<file path="src/rtl/core/btqc_pkg.sv">
// shared types, constants and codes of the burst time quantum calculator
package btqc_pkg;

    localparam int MAX_ENTRIES_DEF = 16;
    localparam int BURST_W         = 16;
    localparam int QUANT_W         = 21;
    localparam int MODE_W          = 2;
    localparam int PROD_W          = 2 * BURST_W;

    localparam logic [QUANT_W-1:0] PIT_RATE    = 21'd1193182;
    localparam logic [QUANT_W-1:0] RANGE_LIMIT = 21'd1000;

    // mode register codes
    localparam logic [MODE_W-1:0] MODE_KEEP   = 2'd0;
    localparam logic [MODE_W-1:0] MODE_RANGE  = 2'd1;
    localparam logic [MODE_W-1:0] MODE_MEDIAN = 2'd2;
    localparam logic [MODE_W-1:0] MODE_SQRT   = 2'd3;
    localparam logic [MODE_W-1:0] MODE_RESET  = MODE_MEDIAN;

    // result source select
    localparam logic [2:0] SRC_LAST = 3'd0;
    localparam logic [2:0] SRC_DIV  = 3'd1;
    localparam logic [2:0] SRC_MED  = 3'd2;
    localparam logic [2:0] SRC_SQRT = 3'd3;
    localparam logic [2:0] SRC_ERR  = 3'd4;

    typedef struct packed {
        logic       load;
        logic       piv_ld;
        logic       sel_j;
        logic       j_step;
        logic       rank_end;
        logic       med_calc;
        logic       div1_start;
        logic       div2_start;
        logic       prod_ld;
        logic       sq_start;
        logic       res_ld;
        logic [2:0] res_src;
    } cmd_t;

    typedef struct packed {
        logic              in_valid;
        logic              in_is_last;
        logic [MODE_W-1:0] mode;
        logic              range_bad;
        logic              i_last;
        logic              j_last;
        logic              div_done;
        logic              sq_done;
        logic              out_free;
    } sts_t;

endpackage

</file>
<file path="src/rtl/core/burst_time_quantum_calculator.sv">
// top level of the burst time quantum calculator
//
// Input channel (in_valid/in_ready, burst, is_last): one burst per beat. Up to
// MAX_ENTRIES bursts are held per set; further ones are dropped. A beat with
// is_last closes the set and starts the calculation selected by the mode
// register (cfg_we/cfg_wdata, written only while idle: a user rule, unchecked).
// Output channel (out_valid/out_ready, quantum, error): one beat per set.
// After a last burst, in_ready stays low
// until the result is loaded into the output register:
//   mode 0: the last quantum; mode 1: two 21-step divisions (error if the
//           range is zero or above 1000); mode 2: the median, set by the
//           ranking scan, which reads the store's single read port once per
//           compare pair; mode 3: as mode 2 plus the 16-step square root.
// The output register frees the input side: bursts of the next set are taken
// while a result waits; a finished calculation holds until out_ready clears
// the slot.
// Reset clears the set, sets mode to median and the last quantum to zero.
module burst_time_quantum_calculator #(
    parameter int MAX_ENTRIES = btqc_pkg::MAX_ENTRIES_DEF
) (
    input  logic                            clk,
    input  logic                            rst_n,
    input  logic                            cfg_we,
    input  logic [btqc_pkg::MODE_W-1:0]     cfg_wdata,
    input  logic                            in_valid,
    output logic                            in_ready,
    input  logic [btqc_pkg::BURST_W-1:0]    burst,
    input  logic                            is_last,
    output logic                            out_valid,
    input  logic                            out_ready,
    output logic [btqc_pkg::QUANT_W-1:0]    quantum,
    output logic                            error
);
    import btqc_pkg::*;

    cmd_t cmd;
    sts_t sts;

    btqc_ctrl u_ctrl (
        .clk      (clk),
        .rst_n    (rst_n),
        .sts      (sts),
        .cmd      (cmd),
        .in_ready (in_ready)
    );

    btqc_dp #(
        .MAX_ENTRIES (MAX_ENTRIES)
    ) u_dp (
        .clk       (clk),
        .rst_n     (rst_n),
        .cmd       (cmd),
        .sts       (sts),
        .cfg_we    (cfg_we),
        .cfg_wdata (cfg_wdata),
        .in_valid  (in_valid),
        .burst     (burst),
        .is_last   (is_last),
        .out_valid (out_valid),
        .out_ready (out_ready),
        .quantum   (quantum),
        .error     (error)
    );

endmodule

</file>
<file path="src/rtl/core/btqc_div.sv">
// restoring divider, one quotient bit per cycle
module btqc_div (
    input  logic                            clk,
    input  logic                            rst_n,
    input  logic                            start,
    input  logic [btqc_pkg::QUANT_W-1:0]    dividend,
    input  logic [btqc_pkg::QUANT_W-1:0]    divisor,
    output logic [btqc_pkg::QUANT_W-1:0]    quotient,
    output logic                            done
);
    import btqc_pkg::*;

    localparam int SW = $clog2(QUANT_W + 1);

    logic [QUANT_W-1:0] quo_reg;
    logic [QUANT_W-1:0] rem_reg;
    logic [QUANT_W-1:0] dvs_reg;
    logic [SW-1:0]      step_reg;
    logic               busy_reg;
    logic               done_reg;
    logic [QUANT_W:0]   rem_sh;
    logic               fits;

    // trial subtract of shifted remainder
    assign rem_sh = {rem_reg, quo_reg[QUANT_W-1]};
    assign fits   = rem_sh >= {1'b0, dvs_reg};

    // control
    always_ff @(posedge clk or negedge rst_n)
    begin
        if (!rst_n)
        begin
            busy_reg <= 1'b0;
            done_reg <= 1'b0;
            step_reg <= '0;
        end
        else
        begin
            done_reg <= 1'b0;
            if (start)
            begin
                busy_reg <= 1'b1;
                step_reg <= '0;
            end
            else if (busy_reg)
            begin
                step_reg <= step_reg + SW'(1);
                if (step_reg == SW'(QUANT_W - 1))
                begin
                    busy_reg <= 1'b0;
                    done_reg <= 1'b1;
                end
            end
        end
    end

    // datapath
    always_ff @(posedge clk)
    begin
        if (start)
        begin
            quo_reg <= dividend;
            rem_reg <= '0;
            dvs_reg <= divisor;
        end
        else if (busy_reg)
        begin
            if (fits)
            begin
                rem_reg <= QUANT_W'(rem_sh - {1'b0, dvs_reg});
                quo_reg <= {quo_reg[QUANT_W-2:0], 1'b1};
            end
            else
            begin
                rem_reg <= rem_sh[QUANT_W-1:0];
                quo_reg <= {quo_reg[QUANT_W-2:0], 1'b0};
            end
        end
    end

    assign quotient = quo_reg;
    assign done     = done_reg;

endmodule

</file>
<file path="src/rtl/core/btqc_sqrt.sv">
// digit by digit integer square root, one root bit per cycle
module btqc_sqrt (
    input  logic                            clk,
    input  logic                            rst_n,
    input  logic                            start,
    input  logic [btqc_pkg::PROD_W-1:0]     radicand,
    output logic [btqc_pkg::BURST_W-1:0]    root,
    output logic                            done
);
    import btqc_pkg::*;

    localparam int SW = $clog2(BURST_W + 1);
    localparam int RW = BURST_W + 2;

    logic [PROD_W-1:0]  val_reg;
    logic [BURST_W-1:0] root_reg;
    logic [RW-1:0]      rem_reg;
    logic [SW-1:0]      step_reg;
    logic               busy_reg;
    logic               done_reg;
    logic [RW+1:0]      rem_sh;
    logic [RW+1:0]      trial;
    logic               fits;

    assign rem_sh = {rem_reg, val_reg[PROD_W-1:PROD_W-2]};
    assign trial  = {2'b00, root_reg, 2'b01};
    assign fits   = rem_sh >= trial;

    // control
    always_ff @(posedge clk or negedge rst_n)
    begin
        if (!rst_n)
        begin
            busy_reg <= 1'b0;
            done_reg <= 1'b0;
            step_reg <= '0;
        end
        else
        begin
            done_reg <= 1'b0;
            if (start)
            begin
                busy_reg <= 1'b1;
                step_reg <= '0;
            end
            else if (busy_reg)
            begin
                step_reg <= step_reg + SW'(1);
                if (step_reg == SW'(BURST_W - 1))
                begin
                    busy_reg <= 1'b0;
                    done_reg <= 1'b1;
                end
            end
        end
    end

    // datapath
    always_ff @(posedge clk)
    begin
        if (start)
        begin
            val_reg  <= radicand;
            root_reg <= '0;
            rem_reg  <= '0;
        end
        else if (busy_reg)
        begin
            val_reg <= {val_reg[PROD_W-3:0], 2'b00};
            if (fits)
            begin
                rem_reg  <= RW'(rem_sh - trial);
                root_reg <= {root_reg[BURST_W-2:0], 1'b1};
            end
            else
            begin
                rem_reg  <= RW'(rem_sh);
                root_reg <= {root_reg[BURST_W-2:0], 1'b0};
            end
        end
    end

    assign root = root_reg;
    assign done = done_reg;

endmodule

</file>
<file path="src/rtl/core/btqc_ctrl.sv">
// sequencing state machine of the quantum calculator
module btqc_ctrl (
    input  logic            clk,
    input  logic            rst_n,
    input  btqc_pkg::sts_t  sts,
    output btqc_pkg::cmd_t  cmd,
    output logic            in_ready
);
    import btqc_pkg::*;

    localparam logic [3:0] S_IDLE = 4'd0;
    localparam logic [3:0] S_RCHK = 4'd1;
    localparam logic [3:0] S_DIV1 = 4'd2;
    localparam logic [3:0] S_DIV2 = 4'd3;
    localparam logic [3:0] S_PRD  = 4'd4;
    localparam logic [3:0] S_PLD  = 4'd5;
    localparam logic [3:0] S_JRD  = 4'd6;
    localparam logic [3:0] S_JCMP = 4'd7;
    localparam logic [3:0] S_REND = 4'd8;
    localparam logic [3:0] S_MED  = 4'd9;
    localparam logic [3:0] S_PROD = 4'd10;
    localparam logic [3:0] S_SQS  = 4'd11;
    localparam logic [3:0] S_SQW  = 4'd12;
    localparam logic [3:0] S_DONE = 4'd13;

    logic [3:0] state_reg;
    logic [3:0] state_next;
    logic [2:0] src_reg;
    logic [2:0] src_next;

    // next state and commands
    always_comb
    begin
        state_next = state_reg;
        src_next   = src_reg;
        cmd        = '0;
        cmd.res_src = src_reg;
        case (state_reg)
            S_IDLE:
            begin
                if (sts.in_valid)
                begin
                    cmd.load = 1'b1;
                    if (sts.in_is_last)
                    begin
                        case (sts.mode)
                            MODE_KEEP:
                            begin
                                src_next   = SRC_LAST;
                                state_next = S_DONE;
                            end
                            MODE_RANGE:
                            begin
                                state_next = S_RCHK;
                            end
                            default:
                            begin
                                state_next = S_PRD;
                            end
                        endcase
                    end
                end
            end
            S_RCHK:
            begin
                if (sts.range_bad)
                begin
                    src_next   = SRC_ERR;
                    state_next = S_DONE;
                end
                else
                begin
                    cmd.div1_start = 1'b1;
                    state_next     = S_DIV1;
                end
            end
            S_DIV1:
            begin
                if (sts.div_done)
                begin
                    cmd.div2_start = 1'b1;
                    state_next     = S_DIV2;
                end
            end
            S_DIV2:
            begin
                if (sts.div_done)
                begin
                    src_next   = SRC_DIV;
                    state_next = S_DONE;
                end
            end
            S_PRD:
            begin
                state_next = S_PLD;
            end
            S_PLD:
            begin
                cmd.piv_ld = 1'b1;
                state_next = S_JRD;
            end
            S_JRD:
            begin
                cmd.sel_j  = 1'b1;
                state_next = S_JCMP;
            end
            S_JCMP:
            begin
                cmd.j_step = 1'b1;
                state_next = sts.j_last ? S_REND : S_JRD;
            end
            S_REND:
            begin
                cmd.rank_end = 1'b1;
                state_next   = sts.i_last ? S_MED : S_PRD;
            end
            S_MED:
            begin
                cmd.med_calc = 1'b1;
                if (sts.mode == MODE_SQRT)
                begin
                    state_next = S_PROD;
                end
                else
                begin
                    src_next   = SRC_MED;
                    state_next = S_DONE;
                end
            end
            S_PROD:
            begin
                cmd.prod_ld = 1'b1;
                state_next  = S_SQS;
            end
            S_SQS:
            begin
                cmd.sq_start = 1'b1;
                state_next   = S_SQW;
            end
            S_SQW:
            begin
                if (sts.sq_done)
                begin
                    src_next   = SRC_SQRT;
                    state_next = S_DONE;
                end
            end
            S_DONE:
            begin
                if (sts.out_free)
                begin
                    cmd.res_ld = 1'b1;
                    state_next = S_IDLE;
                end
            end
            default:
            begin
                state_next = S_IDLE;
            end
        endcase
    end

    // state registers
    always_ff @(posedge clk or negedge rst_n)
    begin
        if (!rst_n)
        begin
            state_reg <= S_IDLE;
            src_reg   <= SRC_LAST;
        end
        else
        begin
            state_reg <= state_next;
            src_reg   <= src_next;
        end
    end

    assign in_ready = (state_reg == S_IDLE);

endmodule

</file>
<file path="src/rtl/core/btqc_dp.sv">
// datapath: burst store, ranking scan, median, divider and root units, result register
module btqc_dp #(
    parameter int MAX_ENTRIES = btqc_pkg::MAX_ENTRIES_DEF
) (
    input  logic                            clk,
    input  logic                            rst_n,
    input  btqc_pkg::cmd_t                  cmd,
    output btqc_pkg::sts_t                  sts,
    input  logic                            cfg_we,
    input  logic [btqc_pkg::MODE_W-1:0]     cfg_wdata,
    input  logic                            in_valid,
    input  logic [btqc_pkg::BURST_W-1:0]    burst,
    input  logic                            is_last,
    output logic                            out_valid,
    input  logic                            out_ready,
    output logic [btqc_pkg::QUANT_W-1:0]    quantum,
    output logic                            error
);
    import btqc_pkg::*;

    localparam int CW = $clog2(MAX_ENTRIES + 1);
    localparam int AW = (MAX_ENTRIES > 1) ? $clog2(MAX_ENTRIES) : 1;

    logic [BURST_W-1:0] mem [MAX_ENTRIES];
    logic [BURST_W-1:0] rd_data_reg;
    logic [CW-1:0]      cnt_reg;
    logic [CW-1:0]      i_reg;
    logic [CW-1:0]      j_reg;
    logic [CW-1:0]      rank_reg;
    logic [MODE_W-1:0]  mode_reg;
    logic [QUANT_W-1:0] last_q_reg;
    logic               out_valid_reg;
    logic [QUANT_W-1:0] quantum_reg;
    logic               error_reg;
    logic [BURST_W-1:0] min_reg;
    logic [BURST_W-1:0] max_reg;
    logic [BURST_W-1:0] pivot_reg;
    logic [BURST_W-1:0] lo_reg;
    logic [BURST_W-1:0] hi_reg;
    logic [BURST_W-1:0] med_reg;
    logic [PROD_W-1:0]  prod_reg;

    logic               room;
    logic [AW-1:0]      rd_addr;
    logic [CW-1:0]      half;
    logic               even;
    logic               less;
    logic [BURST_W-1:0] range;
    logic               out_free;
    logic [QUANT_W-1:0] res_q_next;
    logic               div_start;
    logic [QUANT_W-1:0] div_dividend;
    logic [QUANT_W-1:0] div_divisor;
    logic [QUANT_W-1:0] div_quo;
    logic               div_done;
    logic [BURST_W-1:0] sq_root;
    logic               sq_done;

    assign room     = cnt_reg < CW'(MAX_ENTRIES);
    assign rd_addr  = cmd.sel_j ? j_reg[AW-1:0] : i_reg[AW-1:0];
    assign half     = cnt_reg >> 1;
    assign even     = ~cnt_reg[0];
    assign less     = (rd_data_reg < pivot_reg)
                      || ((rd_data_reg == pivot_reg) && (j_reg < i_reg));
    assign range    = max_reg - min_reg;
    assign out_free = !out_valid_reg || out_ready;

    // burst store, one write and one registered read port
    always_ff @(posedge clk)
    begin
        if (cmd.load && room)
        begin
            mem[cnt_reg[AW-1:0]] <= burst;
        end
        rd_data_reg <= mem[rd_addr];
    end

    // running min and max of the held set
    always_ff @(posedge clk)
    begin
        if (cmd.load && room)
        begin
            if (cnt_reg == '0)
            begin
                min_reg <= burst;
                max_reg <= burst;
            end
            else
            begin
                if (burst < min_reg)
                begin
                    min_reg <= burst;
                end
                if (burst > max_reg)
                begin
                    max_reg <= burst;
                end
            end
        end
    end

    // ranking scan: rank of each pivot, ties broken by position
    always_ff @(posedge clk)
    begin
        if (cmd.piv_ld)
        begin
            pivot_reg <= rd_data_reg;
        end
        if (cmd.rank_end)
        begin
            if (rank_reg == half)
            begin
                hi_reg <= pivot_reg;
            end
            if (even && (rank_reg == half - CW'(1)))
            begin
                lo_reg <= pivot_reg;
            end
        end
        if (cmd.med_calc)
        begin
            med_reg <= even ? BURST_W'(({1'b0, lo_reg} + {1'b0, hi_reg}) >> 1) : hi_reg;
        end
        if (cmd.prod_ld)
        begin
            prod_reg <= med_reg * max_reg;
        end
    end

    // divider operands: 1000 / range, then rate / that
    assign div_start    = cmd.div1_start || cmd.div2_start;
    assign div_dividend = cmd.div2_start ? PIT_RATE : RANGE_LIMIT;
    assign div_divisor  = cmd.div2_start ? div_quo : QUANT_W'(range);

    btqc_div u_div (
        .clk      (clk),
        .rst_n    (rst_n),
        .start    (div_start),
        .dividend (div_dividend),
        .divisor  (div_divisor),
        .quotient (div_quo),
        .done     (div_done)
    );

    btqc_sqrt u_sqrt (
        .clk      (clk),
        .rst_n    (rst_n),
        .start    (cmd.sq_start),
        .radicand (prod_reg),
        .root     (sq_root),
        .done     (sq_done)
    );

    // result select
    always_comb
    begin
        case (cmd.res_src)
            SRC_LAST: res_q_next = last_q_reg;
            SRC_DIV:  res_q_next = div_quo;
            SRC_MED:  res_q_next = QUANT_W'(med_reg);
            SRC_SQRT: res_q_next = QUANT_W'(sq_root);
            default:  res_q_next = '0;
        endcase
    end

    always_ff @(posedge clk)
    begin
        if (cmd.res_ld)
        begin
            quantum_reg <= res_q_next;
            error_reg   <= (cmd.res_src == SRC_ERR);
        end
    end

    // control registers
    always_ff @(posedge clk or negedge rst_n)
    begin
        if (!rst_n)
        begin
            cnt_reg       <= '0;
            i_reg         <= '0;
            j_reg         <= '0;
            rank_reg      <= '0;
            mode_reg      <= MODE_RESET;
            last_q_reg    <= '0;
            out_valid_reg <= 1'b0;
        end
        else
        begin
            if (cfg_we)
            begin
                mode_reg <= cfg_wdata;
            end
            if (cmd.load)
            begin
                i_reg <= '0;
                if (room)
                begin
                    cnt_reg <= cnt_reg + CW'(1);
                end
            end
            if (cmd.piv_ld)
            begin
                j_reg    <= '0;
                rank_reg <= '0;
            end
            if (cmd.j_step)
            begin
                j_reg    <= j_reg + CW'(1);
                rank_reg <= rank_reg + CW'(less);
            end
            if (cmd.rank_end)
            begin
                i_reg <= i_reg + CW'(1);
            end
            if (cmd.res_ld)
            begin
                cnt_reg       <= '0;
                rank_reg      <= '0;
                out_valid_reg <= 1'b1;
                if ((cmd.res_src == SRC_DIV) || (cmd.res_src == SRC_MED)
                    || (cmd.res_src == SRC_SQRT))
                begin
                    last_q_reg <= res_q_next;
                end
            end
            else if (out_ready)
            begin
                out_valid_reg <= 1'b0;
            end
        end
    end

    // status to controller
    always_comb
    begin
        sts            = '0;
        sts.in_valid   = in_valid;
        sts.in_is_last = is_last;
        sts.mode       = mode_reg;
        sts.range_bad  = (range == '0) || (QUANT_W'(range) > RANGE_LIMIT);
        sts.i_last     = (i_reg == cnt_reg - CW'(1));
        sts.j_last     = (j_reg == cnt_reg - CW'(1));
        sts.div_done   = div_done;
        sts.sq_done    = sq_done;
        sts.out_free   = out_free;
    end

    assign out_valid = out_valid_reg;
    assign quantum   = quantum_reg;
    assign error     = error_reg;

    a_cnt_bound: assert property (@(posedge clk) disable iff (!rst_n)
        cnt_reg <= CW'(MAX_ENTRIES))
        else $error("entry count past store depth");

    a_err_zero: assert property (@(posedge clk) disable iff (!rst_n)
        (out_valid_reg && error_reg) |-> (quantum_reg == '0))
        else $error("error beat with nonzero quantum");

    a_no_overwrite: assert property (@(posedge clk) disable iff (!rst_n)
        cmd.res_ld |-> (!out_valid_reg || out_ready))
        else $error("result loaded over a pending beat");

    a_rank_bound: assert property (@(posedge clk) disable iff (!rst_n)
        rank_reg <= cnt_reg)
        else $error("rank exceeds set size");

endmodule
</file>
<file path="config.mk">
export PLATFORM = sky130hd
export DESIGN_NAME = burst_time_quantum_calculator
export DESIGN_NICKNAME = d
export VERILOG_FILES = /design/src/rtl/core/btqc_pkg.sv /design/src/rtl/core/burst_time_quantum_calculator.sv /design/src/rtl/core/btqc_div.sv /design/src/rtl/core/btqc_sqrt.sv /design/src/rtl/core/btqc_ctrl.sv /design/src/rtl/core/btqc_dp.sv
export SDC_FILE = /design/constraint.sdc
export NUM_CORES = 2
export LEC_CHECK = 0
export BUFFER_PORTS_ARGS = -buffer_cell sky130_fd_sc_hd__buf_2
export CAP_MARGIN = 20
export CELL_PAD_IN_SITES_DETAIL_PLACEMENT = 0
export CELL_PAD_IN_SITES_GLOBAL_PLACEMENT = 1
export CORE_ASPECT_RATIO = 0.7
export CORE_MARGIN = 4
export CORE_UTILIZATION = 55
export CTS_BUF_LIST = sky130_fd_sc_hd__clkbuf_4
export DETAILED_ROUTE_END_ITERATION = 10
export PLACE_DENSITY_LB_ADDON = 0.1
export SLEW_MARGIN = 40
export SYNTH_ARGS = -nofsm -noshare
export SYNTH_HDL_FRONTEND = slang
export SYNTH_HIERARCHICAL = 1
export SYNTH_SLANG_ARGS = --single-unit
</file>
<file path="constraint.sdc">
create_clock -name clk -period 6.7 [get_ports clk]
set_input_delay 1.34 -clock clk [delete_from_list [all_inputs] [get_ports clk]]
set_output_delay 1.34 -clock clk [all_outputs]
set_load 0.05 [all_outputs]
</file>
Yosys cells after proc, flatten, opt, wreduce, memory -nomap -nowiden
Memory sizes are Yosys's and may differ from the RTL's. A register that Yosys moved wholly into a read port is not among the register bits.
Index checks and enable logic that the tools add are counted.

storage, ports and cells
  memories = 1
  register bits after elaboration = 344
  output and inout port bits = 24
  memory bits (writable) = 256
  input bits = 24
  word-level logic and storage cells = 204

memory list
  name      depth  width  rd ports  clocked after Yosys merged registers in  write ports  line           text
  u_dp.mem  16     16     1         1                                        1            btqc_dp.sv:24  logic [BURST_W-1:0] mem [MAX_ENTRIES];

operators by class
  mux-type cells = 81
  add/sub/neg operators = 12
  order comparisons = 8
  bitwise logic cells = 1
  equality and inequality tests = 35
  reduce and logical (&&, ||, !) cells = 34
  multiply operators = 1

operators by type and width
  kind                                                   count
  two-way mux 16 bit                                     6
  two-way mux 21 bit                                     4
  case mux 21 bit (4 select lines)                       1
  two-way mux 5 bit                                      13
  two-way mux 32 bit                                     2
  case mux 4 bit (14 select lines)                       1
  two-way mux 4 bit                                      10
  two-way mux 1 bit                                      33
  < comparator 16 bit                                    2
  multiplier 16 x 16 -> 32 bit                           1
  adder 5 x 1 -> 5 bit (second input constant)           5
  equality test 4 bit (second input constant)            6
  two-way mux 3 bit                                      8
  greater-or-equal comparator 22 x 21 -> 1 bit           1
  subtractor 21 bit                                      1
  greater-or-equal comparator 20 x 18 -> 1 bit           1
  two-way mux 18 bit                                     1
  nonzero test 2 bit                                     9
  subtractor 18 bit                                      1
  adder 16 x 16 -> 17 bit                                1
  equality test 16 bit                                   1
  equality test 4 x 3 -> 1 bit (second input constant)   4
  > comparator 16 x 10 -> 1 bit (second input constant)  1
  > comparator 16 bit                                    1
  35 further kinds                                       58

Longest topological paths before layout
  word-level depth = 7
  gate-level depth with buffers = 23
  depth with buffers taken out = 22

Cells and area by module
The synthesis kept the hierarchy.

by module, submodules not included
  module     instances  cells an instance  area each (µm²)  sequential area each (µm²)
  btqc_dp    1          2317               29094.2          13614.3
  btqc_div   1          377                4026.4           1856.8
  btqc_sqrt  1          377                3992.6           1816.7
  btqc_ctrl  1          104                755.7            175.2

Worst setup path after synthesis
Ideal clock, no wire load.

  path kind = register to register
  start = register u_dp.max_reg[9]
  end = register u_dp.prod_reg[30], data pin
  setup time = 260 ps
  required time = 6440 ps
  data arrival time = 5907 ps
  slack = 533 ps
  buffers on the path = 2
  period minus slack after synthesis = 6167 ps
  stages on the path, launching flop included = 22
  cells stage by stage = edfxtp_1 clkbuf_1 clkbuf_1 nand2_1 fa_1 fa_1 fa_1 inv_1 fa_1 fa_1 inv_1 fa_1 inv_1 ha_1 o21ai_1 a21oi_1 o41ai_1 a31oi_4 a31oi_4 o31ai_2 a221oi_2 xnor2_1

on the way
  longest elaborated chain between the ends = 1

RTL lines
  what                          line            text
  start: declaration            btqc_dp.sv:36   logic [BURST_W-1:0] max_reg;
  start signal: assignment      btqc_dp.sv:86   max_reg <= burst;
  start signal: assignment      btqc_dp.sv:96   max_reg <= burst;
  multiplier 16 x 16 -> 32 bit  btqc_dp.sv:126  prod_reg <= med_reg * max_reg;
  end signal: assignment        btqc_dp.sv:126
  end: declaration              btqc_dp.sv:41   logic [PROD_W-1:0] prod_reg;

Every way passes these cells.
A chain may end at the register's enable or synchronous reset.

Final worst setup path
  start = register u_dp.med_reg[9]
  end = register u_dp.prod_reg[29], data pin

on the way
  longest elaborated chain between the ends = 1

RTL lines
  what                          line            text
  start: declaration            btqc_dp.sv:40   logic [BURST_W-1:0] med_reg;
  start signal: assignment      btqc_dp.sv:122  med_reg <= even ? BURST_W'(({1'b0, lo_reg} + {1'b0, hi_reg}) >> 1) : hi_reg;
  multiplier 16 x 16 -> 32 bit  btqc_dp.sv:126

Every way passes these cells.

==> results.cfg <==
[synth]
synthAdderAreaFrac = 0.183
synth_edf_count = 480
synth.distinct_cells = 102
synth_cells = 3175
synthMuxAreaShare = 0.0831
ys_async_sr_fraction = 0.106
ys_seq_area_frac = 0.461
synth_compound_area_frac = 0.0857
synth-simple-area-share = 0.108
yosys_most_used_dff = edfxtp_1
syn_area_um2 = 37900
synth-xor-area-share = 0.0259
synth_warnings = 6
synth_top_family_by_area = adder cells
syn_avg_cell_area_um2 = 11.9
ys_ff_latch = 616

[setup_path]
cp-endpoint = u_dp/prod_reg[29]$_DFFE_PP_
r2r_start = u_dp/med_reg[9]$_DFFE_PP_
cp.arrival_ps = 7280
crit_fanout = 9
worstPathRequired_ps = 7510
reg2regPathDepth = 20
r2r_end = u_dp/prod_reg[29]$_DFFE_PP_
worstSetupStartpoint = u_dp/med_reg[9]$_DFFE_PP_
reg2reg_slack_ps = 240
critPathCaptureType = register
critPathKind = reg -> reg
start_kind = register

[detailed_routing]
num_vias = 25100
viasPerCell = 5.77
drtIter0Drc = 1988
dr.pass1.iters = 6
drcViolationCount = 0
wl_per_cell_um = 20.9
antenna_left = 0
wl_um = 90900

[clock_tree]
numCtsBuffers = 152
h-tree-depth = 4
cts.hold.buffers_added = 0
clk_latency_ps = 1010
cts_buffer_depth = 3
tritoncts = built
clk_pin_slew_ps = 80
root_buffer = clkbuf_4
clkSinkCount = 616

[timing]
period_needed_ps = 6460
fmax_ghz = 0.155
timing.final.crit_share = 0.965
worstMarginPinSlew_ps = 797
hold_viol_final = 0
finClkSkew_ps = 71.7
report.final.slew_viol_count = 0
setup_viol = 0
setup_ws_ps = 235
slew_headroom = 0.468
rsz0062_at_grt = true

[floorplanning]
num_io_pins = 48
die_w_um = 322
start_util = 0.556
design.core.area_um2 = 68200
dieHeight_um = 228
dieArea_um2 = 73200
rows = 80

[global_route]
grtUsageTotal = 0.258
grt_pass1_vias = 25800
grt_max_degree = 66
antenna_found_initial = 4
grt-ovfl-total = 0
grt_pass1_wl_um = 145000

[placement]
hpwl_um = 66300
dpl_cell_area_um2 = 39400
gp_congestion = 0.926
pre_cts_ws_ps = 173
port_buffers = 47

[run]
cap_violations = 0

[worst_hold_path]
hp-class = in -> async

[final_layout]
syn2layout_area_growth_pct = 9.39
nets = 3793
layout_common_cells = 480 x edfxtp_1, 358 x inv_1, 306 x nand2_1
layout_commonest_cell = edfxtp_1
drive_gt1_frac = 0.175
fill_cells = 5539
design_area_um2 = 41400
largest_register_ffs = 256

[status]
status = completed
-- final cells by class --
type / instances / area (um2) / area share
antenna: 4 / 10.0 / 0.000242
timing repair buffer: 134 / 958 / 0.0231
multi-input combinational: 2070 / 18600 / 0.448
clock inverter: 37 / 273 / 0.00658
inverter: 358 / 1340 / 0.0324
clock buffer: 222 / 1670 / 0.0402
sequential: 616 / 17500 / 0.422
tap: 902 / 1130 / 0.0272
-- worst min path at each step --
stage	startpoint	end	slack, ps	depth (start not counted)
floorplan	u_dp/rd_data_reg[0]$_DFF_P_	u_dp/pivot_reg[0]$_DFFE_PP_	410	0
global placement	u_dp/rd_data_reg[13]$_DFF_P_	u_dp/pivot_reg[13]$_DFFE_PP_	420	0
detailed placement	u_dp/rd_data_reg[10]$_DFF_P_	u_dp/pivot_reg[10]$_DFFE_PP_	430	0
CTS	rst_n	u_dp/last_q_reg[0]$_DFFE_PN0P_	290	1
global route	rst_n	u_dp/last_q_reg[0]$_DFFE_PN0P_	370	1
finish	rst_n	u_dp/i_reg[4]$_DFFE_PN0P_	400	1
-- synth_stat cells (5+ instances only) --
cell | instances | share of area
buf_4 | 15 | 0.0030
a31oi_1 | 29 | 0.0048
a211oi_1 | 44 | 0.0087
nand4_1 | 25 | 0.0041
o31ai_1 | 14 | 0.0028
nor2_1 | 139 | 0.014
nand2_1 | 306 | 0.030
and2_1 | 150 | 0.025
inv_1 | 358 | 0.035
mux2i_1 | 46 | 0.012
or4_1 | 5 | 0.00099
ha_1 | 240 | 0.079
nand4b_1 | 6 | 0.0014
xnor2_1 | 64 | 0.015
nand2b_1 | 31 | 0.0051
o21bai_1 | 10 | 0.0020
buf_1 | 6 | 0.00059
nor3b_1 | 7 | 0.0014
a22oi_1 | 9 | 0.0018
o21ai_1 | 25 | 0.0033
nand3_1 | 32 | 0.0042
dfxtp_1 | 71 | 0.038
a311oi_1 | 8 | 0.0019
mux4_2 | 80 | 0.048
o21ai_0 | 78 | 0.010
o22ai_1 | 5 | 0.00083
buf_2 | 15 | 0.0020
or2_2 | 6 | 0.00099
a21oi_1 | 106 | 0.014
o211ai_1 | 13 | 0.0026
a32oi_1 | 6 | 0.0014
clkbuf_1 | 98 | 0.0097
mux2_2 | 76 | 0.023
dfrtp_1 | 64 | 0.042
fa_1 | 197 | 0.10
or3_1 | 12 | 0.0020
xor2_1 | 48 | 0.011
o21a_1 | 25 | 0.0050
a21o_1 | 31 | 0.0061
a2111oi_0 | 6 | 0.0014
nor3_1 | 31 | 0.0041
and3_1 | 15 | 0.0025
edfxtp_1 | 480 | 0.38
nor2b_1 | 39 | 0.0064
-- routing by layer --
layer	vias to the layer above	track usage	routed length (um)
met5	-	0	30
met4	4	0.0800	1820
met3	134	0.0685	7520
met2	820	0.382	39500
met1	12500	0.378	42100
li1	11600	-	-
-- critical path, stage by stage, from the launching register on --
cell and delay, ps:
edfxtp_1 570, and2_1 260, fa_1 550, inv_1 70
fa_1 530, inv_1 50, fa_1 530, fa_1 460
fa_1 550, inv_1 50, fa_1 530, inv_1 40
ha_1 340, nand2_1 120, o31ai_1 360, a22oi_1 210
a21oi_1 210, o211ai_1 150, a21oi_1 250, mux2_2 360
o2111ai_1 100
-- kinds of logic (layout without fill, tap and decap cells) --
family / after synthesis / after routing
buffers and inverters: 497 / 751
AO/OA/AOI/OAI: 477 / 477
adder cells (fa/ha/maj): 437 / 437
multiplexers: 204 / 204
flip-flops: 616 / 616
other: 2 / 14
AND/OR/NAND/NOR: 830 / 830
XOR/XNOR: 112 / 112
-- metrics by stage --
stage | util | instances | setup TNS, ps | hold WS (ps)
2_1_floorplan | - | 3183 | 0 | 408
3_3_place_gp | 0.576 | 4069 | 0 | 418
3_5_place_dp | 0.578 | 4072 | 0 | 427
4_1_cts | 0.606 | 4331 | 0 | 291
5_1_grt | 0.608 | 4341 | -38.9 | 373
6_report | 0.608 | 4343 | 0 | 400
-- what timing repair did --
item                       in CTS  in global routing
resized for setup               0                  4
hold endpoints to repair        0                  0
setup endpoints to repair       0                  5
buffers inserted                0                  7
Power is not shown: default switching activity piles up to over one toggle a cycle in this logic, so the estimate is an artifact.
